$ cat src/sv/hc_pkg.sv
// shared types, constants and helper functions for the 2x2 hill cipher unit
package hc_pkg;

  localparam logic [7:0] CHAR_LC_A  = 8'd97;
  localparam logic [7:0] CHAR_LC_Z  = 8'd122;
  localparam logic [7:0] CHAR_UC_A  = 8'd65;
  localparam logic [7:0] CHAR_UC_Z  = 8'd90;
  localparam logic [6:0] OUT_BASE   = 7'd65;
  localparam logic [4:0] PAD_LETTER = 5'd23;
  localparam logic [4:0] ALPHA_N    = 5'd26;
  localparam logic [10:0] DET_BIAS  = 11'd676;
  localparam logic [2:0] KEY_LAT    = 3'd4;

  typedef enum logic [2:0] {
    CFG_KEY_A = 3'd0,
    CFG_KEY_B = 3'd1,
    CFG_KEY_C = 3'd2,
    CFG_KEY_D = 3'd3,
    CFG_MODE  = 3'd4
  } cfg_idx_t;

  typedef enum logic [1:0] {
    KIND_PAIR = 2'd0,
    KIND_END  = 2'd1,
    KIND_ERR  = 2'd2
  } kind_t;

  typedef struct packed {
    logic [7:0] char_code;
    logic       text_end;
  } hc_in_t;

  typedef struct packed {
    logic [6:0] out_letter;
    logic       has_letter;
    logic       last_of_run;
    logic       end_marker;
    logic       key_error;
  } hc_out_t;

  // active matrix and whether it may be used
  typedef struct packed {
    logic [4:0] m0;
    logic [4:0] m1;
    logic [4:0] m2;
    logic [4:0] m3;
    logic       ok;
  } key_t;

  // work item between the pairing stage and the output stage
  typedef struct packed {
    kind_t       kind;
    logic [10:0] sum1;
    logic [10:0] sum2;
    logic        text_end;
  } pair_item_t;

  // values below 2048: quotient by reciprocal 2521/65536 is exact here
  function automatic logic [4:0] mod26(input logic [10:0] x);
    logic [22:0] prod;
    logic [6:0]  q;
    logic [11:0] qm;
    logic [10:0] r;
    prod = x * 12'd2521;
    q    = prod[22:16];
    qm   = q * ALPHA_N;
    r    = x - qm[10:0];
    return r[4:0];
  endfunction

  function automatic logic [4:0] red26(input logic [4:0] x);
    return (x >= ALPHA_N) ? x - ALPHA_N : x;
  endfunction

  // reciprocal mod 26, zero where none exists
  function automatic logic [4:0] recip26(input logic [4:0] d);
    logic [4:0] r;
    unique case (d)
      5'd1:    r = 5'd1;
      5'd3:    r = 5'd9;
      5'd5:    r = 5'd21;
      5'd7:    r = 5'd15;
      5'd9:    r = 5'd3;
      5'd11:   r = 5'd19;
      5'd15:   r = 5'd7;
      5'd17:   r = 5'd23;
      5'd19:   r = 5'd11;
      5'd21:   r = 5'd5;
      5'd23:   r = 5'd17;
      5'd25:   r = 5'd25;
      default: r = 5'd0;
    endcase
    return r;
  endfunction

endpackage

$ cat src/sv/hc_key_unit.sv
// configuration registers and the pipelined derivation of the active key matrix
module hc_key_unit (
  input  logic             clk,
  input  logic             rst_n,
  input  logic             cfg_fire,
  input  logic [2:0]       cfg_index,
  input  logic [4:0]       cfg_data,
  output hc_pkg::key_t     key,
  output logic             key_ready
);
  import hc_pkg::*;

  logic [4:0] key_a_r, key_b_r, key_c_r, key_d_r;
  logic       mode_r;
  logic [2:0] settle_r;

  // stage 1: reduced entries and determinant products
  logic [4:0] s1_a_r, s1_b_r, s1_c_r, s1_d_r;
  logic [9:0] s1_ad_r, s1_bc_r;
  logic       s1_mode_r;
  // stage 2: reciprocal of determinant
  logic [4:0] s2_a_r, s2_b_r, s2_c_r, s2_d_r, s2_r_r;
  logic       s2_mode_r;
  // stage 3: adjugate times reciprocal, unreduced
  logic [4:0] s3_a_r, s3_b_r, s3_c_r, s3_d_r;
  logic [9:0] s3_raw0_r, s3_raw1_r, s3_raw2_r, s3_raw3_r;
  logic       s3_mode_r, s3_ok_r;
  key_t       key_r;

  logic [10:0] det_sum;

  assign det_sum = {1'b0, s1_ad_r} + DET_BIAS - {1'b0, s1_bc_r};

  always_ff @(posedge clk) begin
    if (!rst_n) begin
      key_a_r  <= 5'd1;
      key_b_r  <= 5'd0;
      key_c_r  <= 5'd0;
      key_d_r  <= 5'd1;
      mode_r   <= 1'b0;
      settle_r <= KEY_LAT;
    end else begin
      if (cfg_fire) begin
        settle_r <= KEY_LAT;
        unique case (cfg_index)
          CFG_KEY_A: key_a_r <= cfg_data;
          CFG_KEY_B: key_b_r <= cfg_data;
          CFG_KEY_C: key_c_r <= cfg_data;
          CFG_KEY_D: key_d_r <= cfg_data;
          CFG_MODE:  mode_r  <= cfg_data[0];
          default: ;
        endcase
      end else if (settle_r != 3'd0) begin
        settle_r <= settle_r - 3'd1;
      end
    end
  end

  always_ff @(posedge clk) begin
    s1_a_r    <= red26(key_a_r);
    s1_b_r    <= red26(key_b_r);
    s1_c_r    <= red26(key_c_r);
    s1_d_r    <= red26(key_d_r);
    s1_ad_r   <= red26(key_a_r) * red26(key_d_r);
    s1_bc_r   <= red26(key_b_r) * red26(key_c_r);
    s1_mode_r <= mode_r;

    s2_a_r    <= s1_a_r;
    s2_b_r    <= s1_b_r;
    s2_c_r    <= s1_c_r;
    s2_d_r    <= s1_d_r;
    s2_r_r    <= recip26(mod26(det_sum));
    s2_mode_r <= s1_mode_r;

    s3_a_r    <= s2_a_r;
    s3_b_r    <= s2_b_r;
    s3_c_r    <= s2_c_r;
    s3_d_r    <= s2_d_r;
    s3_raw0_r <= s2_d_r * s2_r_r;
    s3_raw1_r <= (ALPHA_N - s2_b_r) * s2_r_r;
    s3_raw2_r <= (ALPHA_N - s2_c_r) * s2_r_r;
    s3_raw3_r <= s2_a_r * s2_r_r;
    s3_ok_r   <= (s2_r_r != 5'd0);
    s3_mode_r <= s2_mode_r;

    if (s3_mode_r) begin
      key_r.m0 <= mod26({1'b0, s3_raw0_r});
      key_r.m1 <= mod26({1'b0, s3_raw1_r});
      key_r.m2 <= mod26({1'b0, s3_raw2_r});
      key_r.m3 <= mod26({1'b0, s3_raw3_r});
      key_r.ok <= s3_ok_r;
    end else begin
      key_r.m0 <= s3_a_r;
      key_r.m1 <= s3_b_r;
      key_r.m2 <= s3_c_r;
      key_r.m3 <= s3_d_r;
      key_r.ok <= 1'b1;
    end
  end

  assign key       = key_r;
  assign key_ready = (settle_r == 3'd0);

endmodule

$ cat src/sv/hc_pair_unit.sv
// letter filter, pair holding state and the key products into the work register
module hc_pair_unit (
  input  logic               clk,
  input  logic               rst_n,
  input  logic               in_valid,
  output logic               in_ready,
  input  hc_pkg::hc_in_t     in_data,
  input  hc_pkg::key_t       key,
  input  logic               key_ready,
  input  logic               b_free,
  output logic               a_valid,
  output hc_pkg::pair_item_t a_item
);
  import hc_pkg::*;

  logic       holding_r, holding_nxt;
  logic [4:0] held_r, held_nxt;
  logic       a_valid_r, a_valid_nxt;
  pair_item_t a_item_r, a_item_nxt;

  logic       in_fire, a_free;
  logic       is_lc, is_uc, is_letter;
  logic [7:0] v_full;
  logic [4:0] v, held_upd, p1, p2;
  logic       hold_upd, pair_now, produce;
  logic [9:0] pr0, pr1, pr2, pr3;

  assign a_free   = !a_valid_r || b_free;
  assign in_ready = a_free && key_ready;
  assign in_fire  = in_valid && in_ready;

  assign is_lc     = (in_data.char_code >= CHAR_LC_A) && (in_data.char_code <= CHAR_LC_Z);
  assign is_uc     = (in_data.char_code >= CHAR_UC_A) && (in_data.char_code <= CHAR_UC_Z);
  assign is_letter = is_lc || is_uc;
  assign v_full    = in_data.char_code - (is_lc ? CHAR_LC_A : CHAR_UC_A);
  assign v         = v_full[4:0];

  always_comb begin
    pair_now = is_letter && holding_r;
    hold_upd = holding_r;
    held_upd = held_r;
    if (is_letter) begin
      hold_upd = !holding_r;
      held_upd = holding_r ? 5'd0 : v;
    end
    p1 = held_r;
    p2 = v;
    // lone letter at end of text gets the pad letter
    if (!pair_now) begin
      p1 = held_upd;
      p2 = PAD_LETTER;
    end
    pr0 = p1 * key.m0;
    pr1 = p2 * key.m1;
    pr2 = p1 * key.m2;
    pr3 = p2 * key.m3;

    holding_nxt = holding_r;
    held_nxt    = held_r;
    a_valid_nxt = a_valid_r && !b_free;
    a_item_nxt  = a_item_r;
    produce     = 1'b0;

    if (in_fire) begin
      a_item_nxt.text_end = in_data.text_end;
      a_item_nxt.sum1     = {1'b0, pr0} + {1'b0, pr1};
      a_item_nxt.sum2     = {1'b0, pr2} + {1'b0, pr3};
      if (!key.ok) begin
        a_item_nxt.kind = KIND_ERR;
        produce         = in_data.text_end;
      end else begin
        holding_nxt = hold_upd;
        held_nxt    = held_upd;
        if (pair_now || (in_data.text_end && hold_upd)) begin
          a_item_nxt.kind = KIND_PAIR;
          produce         = 1'b1;
        end else begin
          a_item_nxt.kind = KIND_END;
          produce         = in_data.text_end;
        end
      end
      if (in_data.text_end) begin
        holding_nxt = 1'b0;
        held_nxt    = 5'd0;
      end
      if (produce) begin
        a_valid_nxt = 1'b1;
      end
    end
  end

  always_ff @(posedge clk) begin
    if (!rst_n) begin
      holding_r <= 1'b0;
      held_r    <= 5'd0;
      a_valid_r <= 1'b0;
    end else begin
      holding_r <= holding_nxt;
      held_r    <= held_nxt;
      a_valid_r <= a_valid_nxt;
    end
  end

  always_ff @(posedge clk) begin
    a_item_r <= a_item_nxt;
  end

  assign a_valid = a_valid_r;
  assign a_item  = a_item_r;

endmodule

$ cat src/sv/hc_out_unit.sv
// mod 26 reduction into the result register and the one- or two-beat sequencer
module hc_out_unit (
  input  logic               clk,
  input  logic               rst_n,
  input  logic               a_valid,
  input  hc_pkg::pair_item_t a_item,
  output logic               b_free,
  output logic               out_valid,
  input  logic               out_ready,
  output hc_pkg::hc_out_t    out_data
);
  import hc_pkg::*;

  logic       b_valid_r;
  logic       beat_r;
  kind_t      kind_r;
  logic [4:0] l1_r, l2_r;
  logic       end_r;

  logic       b_done, load;
  hc_out_t    res;

  assign b_done = b_valid_r && out_ready && (beat_r || (kind_r != KIND_PAIR));
  assign b_free = !b_valid_r || b_done;
  assign load   = a_valid && b_free;

  always_ff @(posedge clk) begin
    if (!rst_n) begin
      b_valid_r <= 1'b0;
      beat_r    <= 1'b0;
    end else if (load) begin
      b_valid_r <= 1'b1;
      beat_r    <= 1'b0;
    end else if (b_done) begin
      b_valid_r <= 1'b0;
      beat_r    <= 1'b0;
    end else if (b_valid_r && out_ready) begin
      beat_r <= 1'b1;
    end
  end

  always_ff @(posedge clk) begin
    if (load) begin
      kind_r <= a_item.kind;
      l1_r   <= mod26(a_item.sum1);
      l2_r   <= mod26(a_item.sum2);
      end_r  <= a_item.text_end;
    end
  end

  always_comb begin
    res = '0;
    unique case (kind_r)
      KIND_PAIR: begin
        res.out_letter  = OUT_BASE + {2'b00, (beat_r ? l2_r : l1_r)};
        res.has_letter  = 1'b1;
        res.last_of_run = beat_r;
        res.end_marker  = beat_r && end_r;
      end
      KIND_ERR: begin
        res.last_of_run = 1'b1;
        res.end_marker  = 1'b1;
        res.key_error   = 1'b1;
      end
      default: begin
        res.last_of_run = 1'b1;
        res.end_marker  = 1'b1;
      end
    endcase
  end

  assign out_valid = b_valid_r;
  assign out_data  = res;

endmodule

$ cat src/sv/hill_cipher_2x2_mod26_unit.sv
// top level of the 2x2 mod 26 hill cipher unit
//
//  port group  dir  beat contents
//  in_*        in   one text byte and its end-of-text flag
//  out_*       out  at most one result letter with run, end and key error flags
//  cfg_*       in   register index 0..4 and 5-bit write data
//
// a byte is captured in the work register, then reduced into the result register
// a letter pair leaves as two beats; the single output register takes the next
// item only as the second beat leaves, so it is the limit
// after reset and after every register write in_ready stays low while the key
// pipeline recomputes the active matrix
// in_ready also drops while the work register waits on a stalled output
module hill_cipher_2x2_mod26_unit (
  input  logic             clk,
  input  logic             rst_n,
  input  logic             in_valid,
  output logic             in_ready,
  input  hc_pkg::hc_in_t   in_data,
  output logic             out_valid,
  input  logic             out_ready,
  output hc_pkg::hc_out_t  out_data,
  input  logic             cfg_valid,
  output logic             cfg_ready,
  input  logic [2:0]       cfg_index,
  input  logic [4:0]       cfg_data
);
  import hc_pkg::*;

  key_t       key;
  logic       key_ready;
  logic       a_valid;
  pair_item_t a_item;
  logic       b_free;

  assign cfg_ready = 1'b1;

  hc_key_unit u_key (
    .clk       (clk),
    .rst_n     (rst_n),
    .cfg_fire  (cfg_valid && cfg_ready),
    .cfg_index (cfg_index),
    .cfg_data  (cfg_data),
    .key       (key),
    .key_ready (key_ready)
  );

  hc_pair_unit u_pair (
    .clk       (clk),
    .rst_n     (rst_n),
    .in_valid  (in_valid),
    .in_ready  (in_ready),
    .in_data   (in_data),
    .key       (key),
    .key_ready (key_ready),
    .b_free    (b_free),
    .a_valid   (a_valid),
    .a_item    (a_item)
  );

  hc_out_unit u_out (
    .clk       (clk),
    .rst_n     (rst_n),
    .a_valid   (a_valid),
    .a_item    (a_item),
    .b_free    (b_free),
    .out_valid (out_valid),
    .out_ready (out_ready),
    .out_data  (out_data)
  );

`ifndef SYNTHESIS
  // a letter beat always carries an upper-case letter
  a_letter_range: assert property (@(posedge clk) disable iff (!rst_n)
    out_valid && out_data.has_letter |->
      (out_data.out_letter >= OUT_BASE) && (out_data.out_letter <= 7'd90))
    else $error("letter beat outside A..Z");

  // key error only on a bare end-of-text beat
  a_err_shape: assert property (@(posedge clk) disable iff (!rst_n)
    out_valid && out_data.key_error |->
      out_data.end_marker && out_data.last_of_run && !out_data.has_letter)
    else $error("key error beat malformed");

  // the first beat of a pair is followed by its second
  a_second_beat: assert property (@(posedge clk) disable iff (!rst_n)
    out_valid && !out_data.last_of_run |=> out_valid && out_data.has_letter)
    else $error("second letter of pair missing");

  // no byte is taken while the key matrix is being recomputed
  a_cfg_settle: assert property (@(posedge clk) disable iff (!rst_n)
    cfg_valid && cfg_ready |=> !in_ready)
    else $error("input taken during key update");
`endif

endmodule

$ cat config.mk
export PLATFORM = sky130hd
export DESIGN_NAME = hill_cipher_2x2_mod26_unit
export DESIGN_NICKNAME = d
export VERILOG_FILES = /design/src/sv/hc_pkg.sv /design/src/sv/hc_key_unit.sv /design/src/sv/hc_pair_unit.sv /design/src/sv/hc_out_unit.sv /design/src/sv/hill_cipher_2x2_mod26_unit.sv
export SDC_FILE = /design/constraint.sdc
export NUM_CORES = 2
export LEC_CHECK = 0
export ABC_AREA = 1
export BUFFER_PORTS_ARGS = -buffer_cell sky130_fd_sc_hd__buf_2
export CAP_MARGIN = 20
export CORE_MARGIN = 2
export CORE_UTILIZATION = 55
export CTS_BUF_LIST = sky130_fd_sc_hd__clkbuf_8
export CTS_CLUSTER_SIZE = 16
export DETAILED_ROUTE_END_ITERATION = 7
export GPL_ROUTABILITY_DRIVEN = 0
export HOLD_SLACK_MARGIN = 0.12
export PLACE_DENSITY_LB_ADDON = 0.15
export SYNTH_ARGS = -nofsm -noshare
export SYNTH_HDL_FRONTEND = slang
export SYNTH_SLANG_ARGS = --single-unit
$ cat constraint.sdc
create_clock -name clk -period 8.7 [get_ports clk]
set_clock_uncertainty 0.2 [all_clocks]
set_input_delay 2.61 -clock clk [delete_from_list [all_inputs] [get_ports clk]]
set_output_delay 2.61 -clock clk [all_outputs]
set_load 0.02 [all_outputs]
==> metrics.txt <==
Netlist cell types=56; most frequent cells after synthesis=inv_1, ha_1, nand2_1; clk_lat worst skew=0.57 ns; flops & latches, synth=221; largest net degree at the start of global routing=34; Post-DP HPWL=51050 um; status=finished clean; Synth Instances=3568; CTS Sinks=221; DRT iter0 DRCs=804; drt first pass iters=7; Fmax=122.3 MHz; final wirelength=58960 um; met2 layer usage reported by global route=0.3825; GRT overflow=0; max-slew violation count=0; # fillers=5071; Post-CTS Setup Bufs=0; register area share after synthesis=0.1564; Reg clk slew, reported paths=0.07 ns; Die X-Extent=240.4 um; DR WL/cell=13.35 um; clock tree buffer depth=3; Rows=86; clock root cell=clkbuf_8; final period utilization=0.9400; initial antenna violation count=0; EDFF count, synth=38; Critical Path RT=8.80 ns; post-synth design cell area=30730 um2; Synth Net Count=4593; RSZ-0062 raised after global routing=false; CP endpoint kind=flop; DRC violations left=0; # diodes=0; GR met1 Demand/Resource=0.2870; count leader, synth=inv_1; P&R area growth vs syn=6.662%; first-pass GRT wire length=102400 um; H-tree depth=2; worst hold-check path type=flop to flop; die area=57780 um2; vias=22000; total negative setup slack=0 ns; area leader, netlist=ha_1; Starting Density=0.5567; vias per cell=4.981; DRT antenna net count=0; worst rel slew slack=0.4106; async set or reset register ratio after synthesis=0; Critical Path Start Type=input port; max_cap viols=0; gr busiest metal=met2; Setup CP Type=input port to flop; core area=55200 um2; share of the synthesized area in the top cell type=0.2582; CTS tree=done; crit path max fanout=9; layout cell share with drive strength beyond 1=0.04879; gr usage total=0.2162; nets@finish=4665; Synthesis Warnings=0; met3 usage=0.02618; fin crit period=8.178 ns; Worst Path Arrival=8.27 ns; Post-synth top flop=dfxtp_1; IO Port Bufs=34; most area-consuming cells after synthesis=ha_1, fa_1, dfxtp_1; Tightest Pin Transition=0.8832 ns; vias in the first global route=22400; syn avg cell area=8.612 um2; Top Ports=36; Die Ht=240.4 um; final setup vio count=0; TritonCTS Buffers=38; Final Hold Fails=0
worst paths after layout:
check	from	endpoint	slack, ns	cells past startpoint
setup / recovery	in_data[2]	u_pair.a_item[21]$_DFFE_PP_	0.52	28
hold / removal	u_key.s1_b_r[1]$_DFF_P_	u_key.s2_b_r[1]$_DFF_P_	0.12	0
setup reg to reg	u_key.s1_bc_r[1]$_DFF_P_	u_key.s2_r_r[2]$_DFF_P_	0.72	43
hold reg to reg	u_key.s1_b_r[1]$_DFF_P_	u_key.s2_b_r[1]$_DFF_P_	0.12	0
cells by family after synthesis:
group,share of synthesized area
AND/OR/NAND/NOR,0.1352
AO/OA/AOI/OAI,0.06564
adder cells (fa/ha/maj),0.4986
flip-flops,0.1564
buffers and inverters,0.1068
XOR/XNOR,0.03657
multiplexers,0.0007329
other,0.0001220
cell usage in the layout (no fill, tap or decap), types with 38 or more instances in the layout:
cell type / n
o21ai_0: 100
inv_1: 843
fa_1: 369
nand3_1: 104
clkbuf_8: 49
dfxtp_1: 183
ha_1: 634
xor2_1: 70
nor2_1: 189
a21oi_1: 174
edfxtp_1: 38
xnor2_1: 47
nand2_1: 598
per-layer routing:
metal | vias to the layer above | part of all wire
met5 | - | 0
met4 | 0 | 0.015
met3 | 59 | 0.034
met2 | 278 | 0.48
met1 | 10360 | 0.47
li1 | 11300 | -
worst max-delay path, cell delays in order:
cell and delay (ns):
buf_2 0.10, inv_1 0.07, ha_1 0.21, nand2_1 0.09, nor2_2 0.04, nand2_1 0.05, nand3b_1 0.07, inv_1 0.10
nand2_4 0.06, inv_2 0.08, ha_1 0.17, clkinv_1 0.21, nor2_1 0.39, nand2_1 0.14, fa_1 0.58, fa_1 0.44
fa_1 0.54, inv_1 0.05, fa_1 0.50, fa_1 0.49, ha_1 0.36, nand3_1 0.09, nand3_1 0.10, a21o_1 0.18
a21oi_1 0.18, o21ai_0 0.11, a21oi_1 0.17, xnor2_1 0.09
layout make-up:
cell class | instances | area (um2) | area share
clock inverter | 20 | 224.0 | 0.006833
inverter | 851 | 3194 | 0.09746
tap | 748 | 935.9 | 0.02856
sequential | 221 | 4805 | 0.1466
clock buffer | 49 | 674.4 | 0.02058
timing repair buffer | 51 | 300.3 | 0.009162
multi-input combinational | 2477 | 22640 | 0.6908
metrics by stage:
step / hold slack, ns / instances / worst slack (ns) / instance area [um2] / util
after global routing: 0.1291 / 4417 / 0.08121 / 32780 / 0.5937
after detailed placement: 0.1121 / 4347 / -0.01329 / 31870 / 0.5773
final: 0.1250 / 4417 / 0.5221 / 32780 / 0.5937
after CTS: 0.1231 / 4416 / 0.5613 / 32770 / 0.5936
after floorplan: 0.1096 / 3568 / 0.1488 / 30730 / -
after global placement: 0.1106 / 4347 / 0.05088 / 31870 / 0.5773
repair_timing:
item                      CTS  global route
hold buffers                0             1
hold endpoints to repair    0             1
gates resized for setup     0             0
registers in the layout, summed over array words and instances (netlist names), 10 cells and up:
| signal | count |
|---|---|
| u_key.s1_ad_r | 10 |
| u_key.s3_raw0_r | 10 |
| u_key.s3_raw1_r | 10 |
| u_pair.a_item | 25 |
| u_key.s3_raw3_r | 10 |
| u_key.s3_raw2_r | 10 |
| u_key.s1_bc_r | 10 |
| u_key.key | 21 |
Power is not shown: default switching activity piles up to over one toggle a cycle in this logic, so the estimate is an artifact.
